===== src/rtl/pafr_pkg.sv =====
// Package: shared types, constants and codes of the per-atom force reducer.
package pafr_pkg;

	localparam int unsigned NumAtomsDef = 1024;
	localparam int unsigned IdxW = 10;
	localparam int unsigned ValW = 32;
	localparam int unsigned CntW = 16;

	typedef enum logic [1:0] {
		OP_CLEAR = 2'd0,
		OP_ACCUM = 2'd1,
		OP_READ  = 2'd2,
		OP_NONE  = 2'd3
	} op_t;

	typedef enum logic [1:0] {
		RED_SUM = 2'd0,
		RED_MAX = 2'd1,
		RED_MIN = 2'd2,
		RED_AVG = 2'd3
	} red_t;

	localparam logic REG_REDUCE = 1'b0;
	localparam logic REG_SCALAR = 1'b1;

	// Command handed from the front part to the back part.
	typedef struct packed {
		op_t              op;
		logic [IdxW-1:0]  atom_a;
		logic [IdxW-1:0]  atom_b;
		logic [ValW-1:0]  scalar;
	} cmd_t;

	typedef enum logic [2:0] {
		FS_IDLE, FS_SQ, FS_SQRT_F, FS_SQRT_S, FS_DIV, FS_PUSH
	} fstate_t;

	typedef enum logic [3:0] {
		BS_IDLE, BS_CLEAR, BS_RD, BS_WAIT, BS_UPD, BS_DIV, BS_OUT
	} bstate_t;

endpackage


===== src/rtl/pafr_queue.sv =====
// Two-entry command queue between front and back parts.
module pafr_queue (
	input  logic           clk,
	input  logic           arst_n,
	input  logic           in_valid,
	output logic           in_ready,
	input  pafr_pkg::cmd_t in_cmd,
	output logic           out_valid,
	input  logic           out_ready,
	output pafr_pkg::cmd_t out_cmd
);
	import pafr_pkg::*;

	cmd_t       mem_q [2];
	logic       wp_q, rp_q;
	logic [1:0] cnt_q;
	logic       push, pop;

	assign in_ready  = (cnt_q != 2'd2);
	assign out_valid = (cnt_q != 2'd0);
	assign push = in_valid && in_ready;
	assign pop  = out_valid && out_ready;
	assign out_cmd = mem_q[rp_q];

	always_ff @(posedge clk or negedge arst_n) begin
		if (!arst_n) begin
			wp_q <= 1'b0; rp_q <= 1'b0; cnt_q <= '0;
		end else begin
			if (push) wp_q <= ~wp_q;
			if (pop)  rp_q <= ~rp_q;
			cnt_q <= cnt_q + {1'b0, push} - {1'b0, pop};
		end
	end

	always_ff @(posedge clk) begin
		if (push) mem_q[wp_q] <= in_cmd;
	end
endmodule


===== config.mk =====
export PLATFORM = sky130hd
export DESIGN_NAME = pafr_queue
export DESIGN_NICKNAME = d
export VERILOG_FILES = /design/src/rtl/pafr_pkg.sv /design/src/rtl/pafr_queue.sv
export SDC_FILE = /design/constraint.sdc
export NUM_CORES = 1
export LEC_CHECK = 0
export ABC_AREA = 1
export BUFFER_PORTS_ARGS = -buffer_cell sky130_fd_sc_hd__buf_4
export CAP_MARGIN = 20
export CORE_ASPECT_RATIO = 0.9
export CORE_MARGIN = 2
export CORE_UTILIZATION = 52
export DETAILED_ROUTE_END_ITERATION = 10
export PLACE_DENSITY_LB_ADDON = 0.3
export RECOVER_POWER = 50
export SETUP_SLACK_MARGIN = 0.15
export SYNTH_ARGS = -nofsm -noshare
export SYNTH_HDL_FRONTEND = slang
export SYNTH_SLANG_ARGS = --single-unit

===== constraint.sdc =====
create_clock -name clk -period 4.5 [get_ports clk]
set_clock_uncertainty 0.05 [all_clocks]
set_input_delay 0.45 -clock clk [delete_from_list [all_inputs] [get_ports clk]]
set_output_delay 0.45 -clock clk [all_outputs]
set_load 0.02 [all_outputs]

==> qor.yml, run 1 <==
routing:
  post_drt_via_cell_ratio: 4.856
  wl_per_cell_um: 13.62
  vias: 2593
  wirelength_um: 7273
  first_pass_iters: 4
  drtIter0Drc: 108
  ant_nets: 0
  drc: 0
clocking:
  cts_tree: "yes"
  clkSinkCount: 112
  clk_path_buf_depth: 2
  post-cts-setup-buffer-count: 0
  clk_latency_ps: 350
  cts_resized: 0
  cts_inserted_buffers: 9
  h-tree-depth: 3
  cts-root-buf: "clkbuf_8"
  path_clk_slew_ps: 110
logic_synthesis:
  yosysSeqAreaShare: 0.8000
  syn_inst: 313
  synth_area_leaders: "edfxtp_1, nand2_1, dfrtp_1, clkbuf_8, inv_1"
  ys_types: 11
  yosysTopAreaCellShare: 0.7760
  ys_warn_count: 0
  syn_nets: 373
  syn_area_mm2: 0.004179
  synth-seq-cells: 112
  syn_area_per_cell_um2: 13.35
  yosysTopAreaCell: "edfxtp_1"
worst_hold_path:
  worst_hold_startpoint: "in_cmd[22]"
  whs_path_depth: 1
  min_to: "mem_q[0][22]"
  hold_path.class: "primary input to flip-flop"
placement:
  pre_cts_ws_ps: 2296
  port_buffers: 113
  gp_congestion: 0.8315
  dp.cells: 517
  place_area_mm2: 0.005081
  hpwlAfterDp_um: 4734
die:
  die_w_um: 98.50
  ios: 114
  die_height_um: 89.05
  row_count: 31
  core_area_mm2: 0.007913
  start_util: 0.5281
  dieArea_mm2: 0.008770
timing:
  setup_viol: 0
  holdWs_ps: 242.1
  fmax_mhz: 340.5
  hold_violations: 0
  tns_ps: 0
  maxSlewViolCount: 56
  worst_slew_pin_slew_ps: 1752
  setup_ws_ps: 1563
  slew_headroom: -0.1694
  fin_crit_ps: 2937
  fin_crit_sh: 0.6527
  rsz0062_at_grt: "false"
setup_path:
  r2r_end: "mem_q[1][9]"
  critPathCaptureType: "output pin"
  cp_common_cell: "nand2_1"
  crit_chain: "inv_1 > nand2_1 > nand2_1 > buf_4"
  arrival_ps: 2440
  worst-r2r-cell-count: 4
  r2r-start: "cnt_q[1]"
  slowest_delay_ps: 1230
  crit_type: "flip-flop to output pin"
  startpoint_type: "flip-flop"
  ff2ff_setup_slack_ps: 2370
  cp_slowest_cell: "inv_1"
  worstPathMaxFanout: 55
  cp.required_ps: 4000
power_and_ir_drop:
  vdd_drop_max_mv: 0.3767
  power_density_mw_per_mm2: 655.9
  power_mw: 3.399
  cellLeakagePower_nw: 2.202
finish:
  final_util: 0.6550
  finalNonFillerCells: 534
  final_nets: 490
  n_antenna_cell: 0
  area_delta_synth_final_pct: 24.01
  design_area_mm2: 0.005182
  final_layout_size_suffix_gt1_frac: 0.2552
grt:
  grt.total_usage: 0.1688
  overflow: 0
  antenna_found_initial: 0
  grt_max_degree: 56
  grt_pass1_wl_um: 11260
  grt_pass1_vias: 2469
status:
  violations: "max-capacitance violations, max-slew violations"
  status: "complete, but fails checks"
run:
  cap_violations: 1
==> how the worst max path moves through the flow <==
stage / start / end / slack (ps) / depth (start not counted)
after global placement: in_valid / mem_q[1][47] / 2330 / 4
after global routing: rp_q / out_cmd[24] / 1300 / 4
after detailed placement: in_valid / mem_q[1][50] / 2300 / 4
final: rp_q / out_cmd[10] / 1560 / 4
after floorplan: cnt_q[1] / mem_q[1][0] / 1010 / 3
after CTS: rp_q / out_cmd[27] / 2090 / 4
==> placed cells by master, fill, tap and decap left out <==
master,instances
clkinv_2,1
dfrtp_1,3
ha_1,2
dfrtp_2,1
clkbuf_1,21
nor2_4,1
clkinv_1,2
dlygate4sd3_1,1
nand2_1,175
clkinv_4,2
nand3_1,3
clkinvlp_4,1
buf_4,59
inv_1,9
clkbuf_4,36
clkbuf_8,9
edfxtp_1,108
inv_6,1
==> power breakdown <==
part           internal (mW)  switching [mW]
clock                  0.201           0.312
combinational          0.489           0.922
sequential              1.42          0.0537
==> routing by layer <==
layer,GRT usage,share of wire,vias to the layer above
met4,0.06725,0.0078,0
li1,-,-,1278
met2,0.2925,0.52,88
met5,0,0,-
met1,0.2072,0.40,1220
met3,0.04457,0.071,7
==> synth_stat cells <==
master    instances
buf_2             5
dfrtp_1           4
inv_1             8
nor2_1            1
clkbuf_8          5
edfxtp_1        108
buf_4             1
nand2_1         175
nand3_1           3
inv_2             1
ha_1              2
==> cells by family (layout without fill, tap and decap cells) <==
logic type | after synthesis | after routing | share of synthesized area
adders and majority gates | 2 | 2 | 0.005987
buffers and inverters | 20 | 142 | 0.03234
DFF | 112 | 112 | 0.8000
and+or+nand+nor | 179 | 179 | 0.1617
==> flip-flops by register name, indices dropped and copies added (netlist names) <==
register	flops
cnt_q	2
rp_q	1
mem_q	108
wp_q	1
==> repair_timing <==
item | CTS | global route
setup endpoints to repair | 0 | 0
endpoints found under the hold margin | 4 | 0
hold buffers | 1 | 0
==> worst max-delay path, delay by kind of cell (launching register included) <==
family | cells | cell delay, ps
buffers and inverters | 2 | 1380
DFF | 1 | 410
and+or+nand+nor | 2 | 260
==> final cells by class <==
class / instances / area [um2]
fillers: 621 / 2730
repair buffers: 117 / 802.0
clock buffers: 9 / 123.9
inverters: 9 / 33.78
flip-flops and latches: 112 / 3344
well taps: 99 / 123.9
clock inverters: 7 / 46.29
multi-input cells: 181 / 708.2
Note: power is estimated with default switching activity, not from simulation.
==> run 2, diff against run 1 <==
--- a/config.mk
+++ b/config.mk
@@ -10,7 +10,7 @@
 export CAP_MARGIN = 20
 export CORE_ASPECT_RATIO = 0.9
 export CORE_MARGIN = 2
-export CORE_UTILIZATION = 52
+export CORE_UTILIZATION = 47
 export DETAILED_ROUTE_END_ITERATION = 10
 export PLACE_DENSITY_LB_ADDON = 0.3
 export RECOVER_POWER = 50
==> constraint.sdc (replaced) <==
create_clock -name clk -period 2.6 [get_ports clk]
set_clock_uncertainty 0.05 [all_clocks]
set_input_delay 0.26 -clock clk [delete_from_list [all_inputs] [get_ports clk]]
set_output_delay 0.26 -clock clk [all_outputs]
set_load 0.02 [all_outputs]
==> qor.yml, run 2 (synthesis results as in run 1) <==
finish:
  final_nets: 494
  largest_reg_flops: 108
  design_area_mm2: 0.005255
  final_common_cell: "nand2_1"
  finalNonFillerCells: 558
  area_delta_synth_final_pct: 25.75
  final_util: 0.6105
  n_antenna_cell: 0
  final_layout_size_suffix_gt1_frac: 0.2642
  mostFrequentLayoutCells: "nand2_1, edfxtp_1, buf_4, clkbuf_4, clkbuf_1"
  top_regs: "mem_q: 108 flops, cnt_q: 2 flops"
  top_register: "mem_q"
power_and_ir_drop:
  vdd_drop_max_mv: 0.6188
  power.internal_mw: 3.687
  switchingPower_mw: 2.261
  comb_power_share: 0.416
  pwr-share-seq: 0.429
  switching_share: 0.3801
  power_mw: 5.949
  cellLeakagePower_nw: 2.225
  power_density_mw_per_mm2: 1132
  power.clock.fraction: 0.155
routing:
  drc: 0
  topRoutingLayerUsed: "met4"
  wirelength_um: 7561
  vias: 2583
  wirelength_met1_um: 3219
  wl_per_cell_um: 13.55
  wl_met3_um: 552
  drtIter0Drc: 88
  ant_nets: 0
  post_drt_via_cell_ratio: 4.629
  met2_length_um: 3733
  first_pass_iters: 4
clocking:
  path_clk_slew_ps: 110
  clk_path_buf_depth: 2
  h-tree-depth: 3
  clkSinkCount: 112
  cts_tree: "yes"
  cts-root-buf: "clkbuf_8"
  clk_latency_ps: 350
  post-cts-setup-buffer-count: 0
  cts_inserted_buffers: 9
timing:
  slew_headroom: 0.3032
  tns_ps: 0
  hold_violations: 0
  worst_slew_pin_slew_ps: 1044
  fmax_mhz: 477.5
  fin_crit_sh: 0.8055
  maxSlewViolCount: 0
  fin_crit_ps: 2094
  holdWs_ps: 50.66
  rsz0062_at_grt: "false"
  setup_ws_ps: 505.7
  setup_viol: 0
status:
  status: "complete, no violations"
die:
  core_area_mm2: 0.008608
  ios: 114
  row_count: 32
  dieArea_mm2: 0.009663
  start_util: 0.4855
  die_height_um: 93.46
  die_w_um: 103.4
grt:
  antenna_found_initial: 0
  overflow: 0
  grt_pass1_vias: 2418
  grt_max_degree: 56
  grt_pass1_wl_um: 11430
  grt.total_usage: 0.1604
placement:
  gp_congestion: 0.7374
  place_area_mm2: 0.005141
  port_buffers: 113
  dp.cells: 540
  pre_cts_ws_ps: 835.4
  hpwlAfterDp_um: 5045
setup_path:
  cp.required_ps: 2290
  critPathCaptureType: "output pin"
  worstPathMaxFanout: 30
  arrival_ps: 1780
  startpoint_type: "flip-flop"
  crit_type: "flip-flop to output pin"
worst_hold_path:
  hold_path.class: "primary input to flip-flop"
run:
  cap_violations: 0
## run 2: cell types whose count changed in the layout (fill, tap and decap cells not counted), sizes merged
cell,delta
dlygate4sd3,+1
inv,+2
buf,+3
clkinv,-2
## run 2: layout make-up
type / count / area (um2)
clock buffers: 9 / 123.9
clock inverters: 7 / 52.55
fillers: 712 / 3353
inverters: 9 / 33.78
multi-input cells: 181 / 708.2
flip-flops and latches: 112 / 3344
well taps: 119 / 148.9
repair buffers: 121 / 843.3
## run 2: worst max-delay path, stage by stage (launching register included)
cell and delay, ps:
dfrtp_2 420, inv_2 400, buf_4 300, nand2_1 70
nand2_1 90, buf_4 150
## run 2: routing by layer
metal,track usage,up-vias
met5,0,-
met4,0.05921,0
met3,0.04484,4
met2,0.2602,82
met1,0.2057,1215
li1,-,1282
## run 2: power groups by stage
stage	Combinational [mW]	Sequential [mW]	Clock [mW]
final	2.48	2.55	0.923
after global routing	2.73	2.59	1.03
after CTS	2.55	2.55	0.949
after detailed placement	2.55	2.59	0
after global placement	2.52	2.58	0
after floorplan	1.54	2.58	0
## run 2: timing repair
item,4_1_cts,5_1_grt
hold buffers,1,1
gates resized for setup,0,0
endpoints found under the hold margin,4,2
## run 2: worst paths after layout
kind	endpoint	cells past startpoint	from	slack (ps)
worst min-delay path	mem_q[0][30]	1	in_cmd[30]	50
max in group asynchronous	rp_q	2	arst_n	2070
worst max-delay path	out_cmd[6]	5	rp_q	510
worst min register to register	wp_q	2	wp_q	440
min in group asynchronous	wp_q	2	arst_n	230
worst max register to register	mem_q[0][36]	4	cnt_q[1]	560
==> run 3, diff against run 2 <==
--- a/config.mk
+++ b/config.mk
@@ -5,7 +5,7 @@
 export SDC_FILE = /design/constraint.sdc
 export NUM_CORES = 1
 export LEC_CHECK = 0
-export ABC_AREA = 1
+export ABC_AREA = 0
 export BUFFER_PORTS_ARGS = -buffer_cell sky130_fd_sc_hd__buf_4
 export CAP_MARGIN = 20
 export CORE_ASPECT_RATIO = 0.9
==> constraint.sdc (replaced) <==
create_clock -name clk -period 1.79 [get_ports clk]
set_clock_uncertainty 0.05 [all_clocks]
set_input_delay 0.179 -clock clk [delete_from_list [all_inputs] [get_ports clk]]
set_output_delay 0.179 -clock clk [all_outputs]
set_load 0.02 [all_outputs]
==> qor.yml, run 3 <==
logic_synthesis:
  synth_common_cells: "edfxtp_1, mux2_4, buf_12, mux2_2, dfrtp_1"
  syn_area_per_cell_um2: 23.49
  ys_types: 16
  syn_inst: 185
  syn_nets: 245
  synth-edff-count: 108
  synth_area_leaders: "edfxtp_1, mux2_4, buf_12, dfrtp_1, mux2_2"
  ys_warn_count: 0
  synth-main-ff-cell: "edfxtp_1"
  syn_area_mm2: 0.004345
  yosysSeqAreaShare: 0.7694
  synth-seq-cells: 112
  yosysTopAreaCell: "edfxtp_1"
  post-synth-top-count-cell: "edfxtp_1"
  yosysTopAreaCellShare: 0.7463
  synthArstFlopShare: 0.03571
grt:
  antenna_found_initial: 0
  overflow: 0
  grt_pass1_vias: 2524
  grt_max_degree: 31
  grt.total_usage: 0.1695
  grt_pass1_wl_um: 12520
timing:
  slew_headroom: 0.8327
  fin_crit_ps: 1815
  fmax_mhz: 551.0
  rsz0062_at_grt: "true"
  worst_slew_pin_slew_ps: 250.3
  setup_viol: 28
  setup_ws_ps: -24.94
  maxSlewViolCount: 0
  hold_violations: 0
  fin_crit_sh: 1.014
placement:
  pre_cts_ws_ps: 81.42
  port_buffers: 113
  gp_congestion: 0.7406
  dp.cells: 421
power_and_ir_drop:
  power_density_mw_per_mm2: 1541
  vdd_drop_max_mv: 1.042
  cellLeakagePower_nw: 2.520
  power_mw: 9.849
die:
  core_area_mm2: 0.009042
  ios: 114
  die_w_um: 105.4
  die_height_um: 95.22
  start_util: 0.4806
  dieArea_mm2: 0.01003
  row_count: 33
routing:
  first_pass_iters: 4
  vias: 2373
  post_drt_via_cell_ratio: 4.765
  drtIter0Drc: 60
  ant_nets: 0
  wl_per_cell_um: 16.83
  drc: 0
  wirelength_um: 8381
clocking:
  clk_path_buf_depth: 2
  h-tree-depth: 3
  clk_latency_ps: 360
  path_clk_slew_ps: 100
  cts_inserted_buffers: 9
  clkSinkCount: 112
  cts_tree: "yes"
  cts-root-buf: "clkbuf_8"
finish:
  top_regs: "mem_q: 108 flops, cnt_q: 2 flops"
  top_register: "mem_q"
  largest_reg_flops: 108
  finalNonFillerCells: 498
  final_common_cell: "edfxtp_1"
  area_delta_synth_final_pct: 47.11
  n_antenna_cell: 0
  mostFrequentLayoutCells: "edfxtp_1, dlygate4sd3_1, buf_6, mux2_4, clkbuf_4"
  final_nets: 431
  final_layout_size_suffix_gt1_frac: 0.5160
setup_path:
  crit_type: "flip-flop to output pin"
  cp.required_ps: 1560
  cpLargestDelayFamily: "flip-flops"
  ff2ff_setup_slack_ps: 110
  crit_buf_inv: 2
  worst-r2r-cell-count: 8
  startpoint_type: "flip-flop"
  critPathCaptureType: "output pin"
  r2r_end: "cnt_q[1]"
  r2r-start: "cnt_q[0]"
  arrival_ps: 1590
  slowest_delay_ps: 560
  startpoint: "rp_q"
  worstPathMaxFanout: 10
  endpoint: "out_cmd[44]"
  cp.depth: 3
  crit_chain: "clkbuf_16 > mux2_4 > buf_6"
  cp_slowest_cell: "dfrtp_4"
run:
  cap_violations: 0
status:
  status: "complete, but fails checks"
  violations: "negative setup slack"
worst_hold_path:
  hold_path.class: "primary input to async pin"
-- run 3: cell types whose count changed in the layout (fill, tap and decap cells not counted), moves of 3 or more --
cell,before,now
buf_6,0,53
mux2_2,0,5
buf_12,1,5
nand2_1,175,1
dlygate4sd3_1,2,55
buf_4,61,10
clkbuf_1,22,10
nand3_1,3,0
inv_1,8,0
clkbuf_4,35,46
mux2_4,0,49
-- run 3: cell families after synthesis --
family	Yosys count	share of synthesized area
xor gates and xnor gates	4	0.008064
adders and majority gates	2	0.005758
buffers and inverters	7	0.02649
DFF	112	0.7694
muxes	54	0.1823
and+or+nand+nor	6	0.008064
-- run 3: repair_timing --
item | CTS | global route
pin swaps | 5 | 3
hold endpoints to repair | 112 | 0
setup endpoints to repair | 55 | 55
buffers inserted | 3 | 1
gates cloned | 1 | 1
resized for setup | 41 | 22
hold buffers | 55 | 0
-- run 3: final cells by class --
| cell class | instances | area [um2] |
|---|---|---|
| clock buffers | 10 | 127.6 |
| fillers | 580 | 2650 |
| inverters | 1 | 3.754 |
| multi-input cells | 66 | 935.9 |
| repair buffers | 181 | 1782 |
| clock inverters | 6 | 43.79 |
| flip-flops and latches | 112 | 3347 |
| well taps | 122 | 152.6 |
-- run 3: where the power goes --
group / switching (mW) / internal (mW) / leakage [nW]
Clock: 0.816 / 0.516 / 0.0887
Sequential: 0.197 / 3.59 / 1.05
Combinational: 2.15 / 2.58 / 1.38
-- run 3: per-stage QoR --
| stage | hold slack [ps] | TNS (ps) | instance area [um2] | util |
|---|---|---|---|---|
| 3_5_place_dp | -69.60 | 0 | 5378 | 0.5947 |
| 2_1_floorplan | -166.6 | -5390 | 4369 | - |
| 4_1_cts | 69.99 | -1625 | 6317 | 0.6986 |
| 5_1_grt | 118.7 | -3664 | 6392 | 0.7069 |
| 3_3_place_gp | -69.97 | 0 | 5378 | 0.5947 |
| 6_report | 137.4 | -322.7 | 6392 | 0.7069 |
-- run 3: metal layers --
| metal | wire length [um] | vias up | global-route usage |
|---|---|---|---|
| li1 | - | 1104 | - |
| met1 | 3298 | 1159 | 0.1948 |
| met2 | 4340 | 94 | 0.2957 |
| met4 | 152 | 0 | 0.06778 |
| met3 | 590 | 16 | 0.05673 |
| met5 | 0 | - | 0 |
-- run 3: worst min-delay path by stage --
stage / startpoint / endpoint / depth (start not counted)
after CTS: arst_n / cnt_q[0] / 2
after global routing: arst_n / cnt_q[0] / 2
after floorplan: arst_n / cnt_q[0] / 0
after global placement: arst_n / cnt_q[1] / 1
after detailed placement: arst_n / cnt_q[0] / 1
final: arst_n / cnt_q[0] / 2
-- run 3: worst register-to-register path, delay by kind of cell, from the launching register on --
family	cells	cell delay (ps)
DFF	1	360
xor gates and xnor gates	2	250
and+or+nand+nor	2	290
buffers and inverters	2	170
adders and majority gates	2	470
